==> config.mk <==
export PLATFORM = sky130hd
export DESIGN_NAME = sat_position
export DESIGN_NICKNAME = d
export VERILOG_FILES = /design/src/rtl/core/sat_pkg.sv /design/src/rtl/core/sat_position.sv
export SDC_FILE = /design/constraint.sdc
export NUM_CORES = 1
export LEC_CHECK = 0
export ABC_AREA = 1
export BUFFER_PORTS_ARGS = -buffer_cell sky130_fd_sc_hd__buf_4
export CORE_ASPECT_RATIO = 0.75
export CORE_MARGIN = 2
export CORE_UTILIZATION = 55
export CTS_BUF_LIST = sky130_fd_sc_hd__clkbuf_8
export CTS_CLUSTER_DIAMETER = 150
export DETAILED_ROUTE_END_ITERATION = 6
export PLACE_DENSITY = 0.81
export SLEW_MARGIN = 20
export SYNTH_ARGS = -nofsm -noshare
export SYNTH_HDL_FRONTEND = slang
export SYNTH_SLANG_ARGS = --single-unit
==> constraint.sdc <==
create_clock -name clk -period 2.5 [get_ports clk]
set_clock_uncertainty 0.1 [all_clocks]
set_input_delay 0 -clock clk [delete_from_list [all_inputs] [get_ports clk]]
set_output_delay 0 -clock clk [all_outputs]
set_load 0.01 [all_outputs]
==> src/rtl/core/sat_pkg.sv <==
package sat_pkg;

  localparam int SUM_W = 37;
  localparam int CFG_W = 11;
  localparam int DIM_W = 16;
  localparam int IDX_W = 1;

  localparam logic [IDX_W-1:0] REG_FRAME_WIDTH  = 1'b0;
  localparam logic [IDX_W-1:0] REG_FRAME_HEIGHT = 1'b1;

  localparam logic [CFG_W-1:0] CFG_DIM_RESET = 11'd1024;

  typedef logic signed [SUM_W-1:0] sum_t;

  typedef struct packed {
    logic row_end;
    logic frame_end;
    logic col_zero;
    logic row_zero;
  } pos_flags_t;

endpackage

==> src/rtl/core/sat_position.sv <==
module sat_position #(
  parameter int MAX_COLUMNS = 1024,
  parameter int MAX_ROWS    = 1024
) (
  input  logic                           clk,
  input  logic                           rst,
  input  logic                           advance,
  input  logic [sat_pkg::CFG_W-1:0]      frame_width,
  input  logic [sat_pkg::CFG_W-1:0]      frame_height,
  output logic [$clog2(MAX_COLUMNS)-1:0] col,
  output sat_pkg::pos_flags_t            flags
);
  import sat_pkg::*;

  localparam int COL_W = $clog2(MAX_COLUMNS);
  localparam int ROW_W = $clog2(MAX_ROWS);

  logic [ROW_W-1:0] row;
  logic [DIM_W-1:0] width_eff;
  logic [DIM_W-1:0] height_eff;
  logic [DIM_W-1:0] col_inc;
  logic [DIM_W-1:0] row_inc;

  always_comb begin
    if (frame_width == '0) begin
      width_eff = DIM_W'(1);
    end else if (DIM_W'(frame_width) > DIM_W'(MAX_COLUMNS)) begin
      width_eff = DIM_W'(MAX_COLUMNS);
    end else begin
      width_eff = DIM_W'(frame_width);
    end
    if (frame_height == '0) begin
      height_eff = DIM_W'(1);
    end else if (DIM_W'(frame_height) > DIM_W'(MAX_ROWS)) begin
      height_eff = DIM_W'(MAX_ROWS);
    end else begin
      height_eff = DIM_W'(frame_height);
    end
    col_inc = DIM_W'(col) + DIM_W'(1);
    row_inc = DIM_W'(row) + DIM_W'(1);
    flags.row_end   = col_inc >= width_eff;
    flags.frame_end = flags.row_end && (row_inc >= height_eff);
    flags.col_zero  = col == '0;
    flags.row_zero  = row == '0;
  end

  always_ff @(posedge clk) begin
    if (rst) begin
      col <= '0;
      row <= '0;
    end else if (advance) begin
      if (flags.frame_end) begin
        col <= '0;
        row <= '0;
      end else if (flags.row_end) begin
        col <= '0;
        row <= ROW_W'(row_inc);
      end else begin
        col <= COL_W'(col_inc);
      end
    end
  end

endmodule

==> qor.yml <==
synthXorXnorAreaFrac_pct: 6.36
synth_top_family_by_area: "simple AND/OR/NAND/NOR gates"
synth_compound_area_share_pct: 9.44
die_area_um2: 3960
tns_ps: -2690
avgSynthCellArea_um2: 6.56
synth.distinct_cells: 32
leakage_uw: 0.00140
p_per_area_nw_per_um2: 272
drtIter0Drc: 283
fillers: 154
grt_overflow: 0
avgViaCountPerCell: 6.16
muxShareOfSynthArea_pct: 0
antennaDiodeCount: 0
vias: 2471
synthesis.instances: 291
synthAdderAreaFrac_pct: 17.0
cts_tree: "built"
arrival_ps: 2840
cts_root_buf: "clkbuf_8"
drt-total-wl_mm: 7.69
grt_setup_unrepaired: "true"
end_kind: "register"
crit_buf_inv: 4
synthesis.nets: 342
start_util_pct: 57.6
synthesis.area_um2: 1910
cts_inserted_buffers: 3
cts_max_path_buffers: 2
layout_common_cells: "nand2_1 (77), buf_4 (60), inv_1 (27)"
cpPeakStageDelay_ps: 390
critPathKind: "reg -> reg"
power_uw: 786
grt_pass1_wl_mm: 8.28
max_slew_margin_pct: 73.1
ys_seq_elements: 20
holdCritPathClass: "in -> reg"
final_max_slew_viol_count: 0
hold_viol_final: 0
cp_slowest_cell: "dfxtp_4"
setup_slack_ps: -256
die_y_um: 55.0
setup_viol: 22
synth_warnings: 0
yosys.area_share.simple_pct: 35.4
crit_required_ps: 2580
wl_per_cell_um: 19.2
grt_max_degree: 21
vdd_drop_max_mv: 0.214
antenna_found_initial: 0
grtUsageTotal_pct: 27.1
start_kind: "register"
dp_hpwl_mm: 3.87
portBuffers: 38
place_congestion: 0.861
syn_to_final_growth_pct: 51.7
post-route-min-period_ps: 2760
path_cells: "nand3_4 -> nor3_4 -> buf_6 -> xor2_4 -> ha_4 -> nand2_1 -> inv_1 -> nand2_2 -> nor2_1 -> nor2_1 -> nand2_1 -> a21oi_2 -> buf_4 -> buf_6 -> nand4_1 -> a21oi_1"
clk_pin_slew_ps: 80
grt_pass1_vias: 1812
dieWidth_um: 72.0
status: "finished with violations"
layout_worst_path_cycle_share_pct: 110
max_freq_ghz: 0.363
ioPinCount: 39
path_max_fanout: 10
place_ws_ps: -63.4
post-route-drc-count: 0
row_count: 18
ys_seq_area_share_pct: 21.0
nNetsFinal: 414
crit_family: "simple AND/OR/NAND/NOR gates"
r2r_slack_ps: -260
maxCapViolations: 0
final_common_cell: "nand2_1"
tightestPinTransition_ps: 403
cts_sinks: 20
drive_gt1_share_pct: 43.2
ant_nets: 0
final_util_pct: 87.4
violations: "negative setup slack"
holdWs_ps: 361
htreeDepth: 1
drtPass1Iterations: 6
fp.coreArea_um2: 3310
worstSkewPairLatency_ps: 260
-- stage by stage --
stage / cells / instance area, um2
final: 401 / 2890
after global placement: 379 / 2310
after detailed placement: 379 / 2310
after floorplan: 291 / 1910
after CTS: 390 / 2520
after global routing: 401 / 2890
-- synthesized netlist by cell type --
cell	instances	area, um2
nand3_2	1	10.0
nor4_1	4	25.0
o31ai_1	1	7.51
a21oi_1	27	135
buf_8	1	15.0
inv_1	34	128
nand4_1	16	100
a21o_1	1	7.51
o21ai_1	2	10.0
clkbuf_8	1	13.8
o21a_1	1	7.51
buf_6	1	11.3
nor2_4	1	11.3
nand2_1	95	357
nand3_1	9	45.0
nor3_1	2	10.0
ha_1	26	325
dfxtp_1	20	400
o21bai_1	1	7.51
o21ai_0	1	5.00
inv_2	7	26.3
nor3_4	1	16.3
nand2_2	2	12.5
xor2_2	1	16.3
clkbuf_1	2	7.51
xor2_1	12	105
clkinv_1	1	3.75
nor3_2	1	10.0
nor2_2	1	6.26
nor2_1	16	60.1
and3_1	1	6.26
nand2b_1	1	6.26
-- flip-flops by register name, summed over array words and instances, names as in the netlist --
| signal | count |
|---|---|
| col | 10 |
| row | 10 |
-- repair_timing --
item / in CTS / in global routing
hold endpoints to repair: 19 / 0
endpoints found under the setup margin: 19 / 22
gates cloned: 0 / 2
setup buffers: 6 / 9
gates resized for setup: 30 / 66
hold buffers: 2 / 0
pin swaps: 18 / 23
-- worst paths after layout --
check / start / end / cells past startpoint
setup / recovery: row[0]$_SDFFE_PP0P_ / row[6]$_SDFFE_PP0P_ / 16
hold / removal: frame_width[10] / col[6]$_SDFFE_PP0P_ / 8
setup reg to reg: row[0]$_SDFFE_PP0P_ / row[6]$_SDFFE_PP0P_ / 16
hold reg to reg: row[3]$_SDFFE_PP0P_ / row[3]$_SDFFE_PP0P_ / 2
-- tightest hold or removal path, stage by stage --
cell	delay, ps
buf_4	120
inv_1	70
ha_1	160
a21oi_2	50
nand2_4	100
nor2_4	60
nand2_2	60
a21oi_2	50
-- power by group --
part	internal [uW]	switching (uW)
combinational	105	136
sequential	318	7.35
clock	108	113
-- layout make-up --
class | count | area [um2] | area share, %
multi-input combinational | 225 | 1630 | 56.2
inverter | 42 | 158 | 5.45
tap | 40 | 50.0 | 1.73
timing repair buffer | 71 | 589 | 20.4
clock buffer | 3 | 41.3 | 1.43
sequential | 20 | 428 | 14.8
-- cells by family after synthesis --
family | Yosys count
AOI/OAI and AO/OA | 34
xor gates and xnor gates | 13
adders and majority gates | 26
buffers and inverters | 47
DFF | 20
and+or+nand+nor | 151
-- layer usage --
| layer | global-route usage (%) | vias up | share of wire (%) |
|---|---|---|---|
| li1 | - | 1085 | - |
| met1 | 38.9 | 1133 | 38 |
| met2 | 44.3 | 199 | 46 |
| met3 | 4.35 | 54 | 11 |
| met4 | 3.77 | 0 | 5.0 |
| met5 | 0 | - | 0 |
Note: power is estimated with default switching activity, not from simulation.
